$ cat src/sv/lzwc_ram.sv
module lzwc_ram #(
  parameter int WIDTH = 8,
  parameter int DEPTH = 16
) (
  input  logic                     clk,
  input  logic                     we,
  input  logic [$clog2(DEPTH)-1:0] waddr,
  input  logic [WIDTH-1:0]         wdata,
  input  logic [$clog2(DEPTH)-1:0] raddr,
  output logic [WIDTH-1:0]         rdata
);

  logic [WIDTH-1:0] mem [DEPTH];

  always_ff @(posedge clk) begin
    if (we) begin
      mem[waddr] <= wdata;
    end
    rdata <= mem[raddr];
  end

endmodule

$ cat config.mk
export PLATFORM = sky130hd
export DESIGN_NAME = lzwc_ram
export DESIGN_NICKNAME = d
export VERILOG_FILES = /design/src/sv/lzwc_ram.sv
export SDC_FILE = /design/constraint.sdc
export NUM_CORES = 1
export LEC_CHECK = 0
export ABC_AREA = 1
export CORE_MARGIN = 2
export CORE_UTILIZATION = 65
export CTS_CLUSTER_DIAMETER = 50
export DETAILED_ROUTE_END_ITERATION = 8
export DONT_BUFFER_PORTS = 1
export HOLD_SLACK_MARGIN = 0.1
export PLACE_DENSITY = 0.81
export SYNTH_ARGS = -nofsm -noshare
export SYNTH_HDL_FRONTEND = slang
export SYNTH_SLANG_ARGS = --single-unit
$ cat constraint.sdc
create_clock -name clk -period 1.5 [get_ports clk]
set_input_delay 0.15 -clock clk [delete_from_list [all_inputs] [get_ports clk]]
set_output_delay 0.15 -clock clk [all_outputs]
set_load 0.05 [all_outputs]
==> flow_summary.toml <==
[layout]
layout.nets = 596
fin_area_sq_mm = 0.00660
fillerInstances = 528
area_growth_pct = 14.4
drive_gt1_share_pct = 7.95

[placement]
gp_congestion = 0.874
port_buffers = 0
hpwl_microns = 7380
placed_area_sq_mm = 0.00588

[worst_setup_path]
cp-end-kind = "primary output"
crit_cells = 0
worstPathArrival_ps = 1220
worst-setup-path-type = "flip-flop to primary output"
rr_worst_depth = 6
r2r-start = "mem[2][7]$_DFFE_PP_"
start_kind = "flip-flop"
critPathLaunch = "rdata[2]$_DFF_P_"
crit_fanout = 1
cp.required_ps = 1350

[synth]
seq_area_frac_synth_pct = 69.4
yosysTopAreaCell = "edfxtp_1"
synth.ff_latch_count = 136
async_flop_share_pct = 0
ys_warn_count = 0
synth_area_leaders = "edfxtp_1 67%, nand2_1 11%, nand3_1 8.4%, inv_1 6.5%, dfxtp_1 2.8%"
synthCells = 551
synth_common_cells = "173 x nand2_1, 128 x edfxtp_1, 100 x inv_1"
syn_avg_cell_area_sq_um = 10.5
synthFlopType = "edfxtp_1"
syn_nets = 569
synth_edf_count = 128
synth_top_area_share_pct = 66.7
yosysUniqueCellTypes = 12
syn_area_sq_mm = 0.00577
synth_most_common_cell = "nand2_1"

[sta]
setup_viol = 0
final_max_slew_viol_count = 0
period_minus_slack_ps = 1370
hold_viol = 0
fin_tns_setup_ps = 0
worst_pin_slew_ps = 767
fmaxAchievable_mhz = 729
post-route-period-util_pct = 91.5
rsz0062_at_grt = "no"
finClkSkew_ps = 7.66
relSlewSlack_pct = 48.7

[routing]
drt_iter0_drc = 522
drc = 0
vias = 3939
avgRoutedWirePerCell_microns = 19.4
drt_pass1_iterations = 5
viasPerCell = 5.62
postRouteAntennaNets = 0
routed_wl_microns = 13600

[power_and_ir_drop]
total_power_uw = 8670
power_density_mw_per_mm2 = 1310
peakVddDrop_uv = 914
p_leak_uw = 0.00285

[clock_network]
clock_path_buffers = 2
cts_inserted_buffers = 17
clock-sinks = 136
postCtsSetupRepairBufs = 0
root_buffer = "clkbuf_8"
clk_latency_ps = 530
clkTransAtPathRegs_ps = 50
cts_tree = "yes"
htree_levels = 4

[min_path]
min-delay-start = "raddr[0]"
holdPathStages = 5
hp-class = "input pin to flip-flop"

[floorplan]
core_area_sq_mm = 0.00868
placement_rows = 34
die_y_microns = 98.2
die-area_sq_mm = 0.00964
fp.dieW_microns = 98.2
start_util_pct = 66.5
ios = 26

[global_routing]
antenna_found_initial = 2
grt_use_total_pct = 30.1
grt_first_pass_wirelength_microns = 21100
grt-ovfl-total = 0
grt_pass1_vias = 3919
grt_max_degree = 65

[outcome]
status = "completed"

[run]
drv_cap = 0
[cells in the final DEF, fill, tap and decap left out, drive strengths merged, types with 7 or more instances in the layout]
| cell | n |
|---|---|
| nand2 | 173 |
| edfxtp | 128 |
| inv | 102 |
| nand3 | 97 |
| clkbuf | 22 |
| buf | 19 |
| nor2 | 17 |
| dlygate4sd3 | 13 |
| dfxtp | 8 |
| clkinv | 7 |
[cell families (layout without fill, tap and decap cells)]
kind of cell	Yosys count	in the layout	share of synthesized area [%]
AND/OR/NAND/NOR	289	289	21.0
buffers and inverters	126	166	9.52
flip-flops	136	136	69.4
other	0	2	0
[per-layer routing]
metal	track usage, %	part of all wire, %	vias to the layer above
met2	48.4	49	262
li1	-	-	1829
met5	0	0	-
met4	17.8	5.3	0
met1	37.7	35	1791
met3	6.80	11	57
[repair_timing]
| action | 4_1_cts | 5_1_grt |
|---|---|---|
| endpoints found under the setup margin | 0 | 1 |
| gates resized for setup | 0 | 1 |
| endpoints found under the hold margin | 136 | 1 |
| hold buffers | 15 | 1 |
[power by group]
part | internal [uW] | switching, uW
clock | 2340 | 1450
combinational | 149 | 349
sequential | 4250 | 127
total | 6740 | 1930
[area by class of cell]
cell class	count	area, sq um	share of cell area (%)
Clock buffer	22	433	6.56
Inverter	102	383	5.80
Multi-Input combinational cell	289	1220	18.5
Clock inverter	10	104	1.57
Sequential cell	136	4000	60.7
Tap cell	108	135	2.05
Timing Repair Buffer	32	318	4.82
Antenna cell	2	5.00	0.0758
[stage by stage]
step / hold slack, ps / util, % / cells / worst slack, ps
after CTS: 102 / 75.9 / 699 / 64.5
final: 123 / 76.1 / 701 / 127
after floorplan: 249 / - / 551 / 399
after detailed placement: 250 / 67.7 / 652 / 348
after global placement: 250 / 67.7 / 652 / 372
after global routing: 127 / 76.1 / 701 / 109
[state kept, by name, indices dropped and copies added (netlist names)]
signal / flops
rdata: 8
mem: 128
[path summary, 6_finish.rpt]
check                     endpoint  slack [ps]
setup / recovery          rdata[2]         130
setup reg to reg  rdata[7]$_DFF_P_         440
hold reg to reg   rdata[3]$_DFF_P_         690
hold / removal    rdata[2]$_DFF_P_         120
No activity file was read; power rests on OpenSTA's default activity.
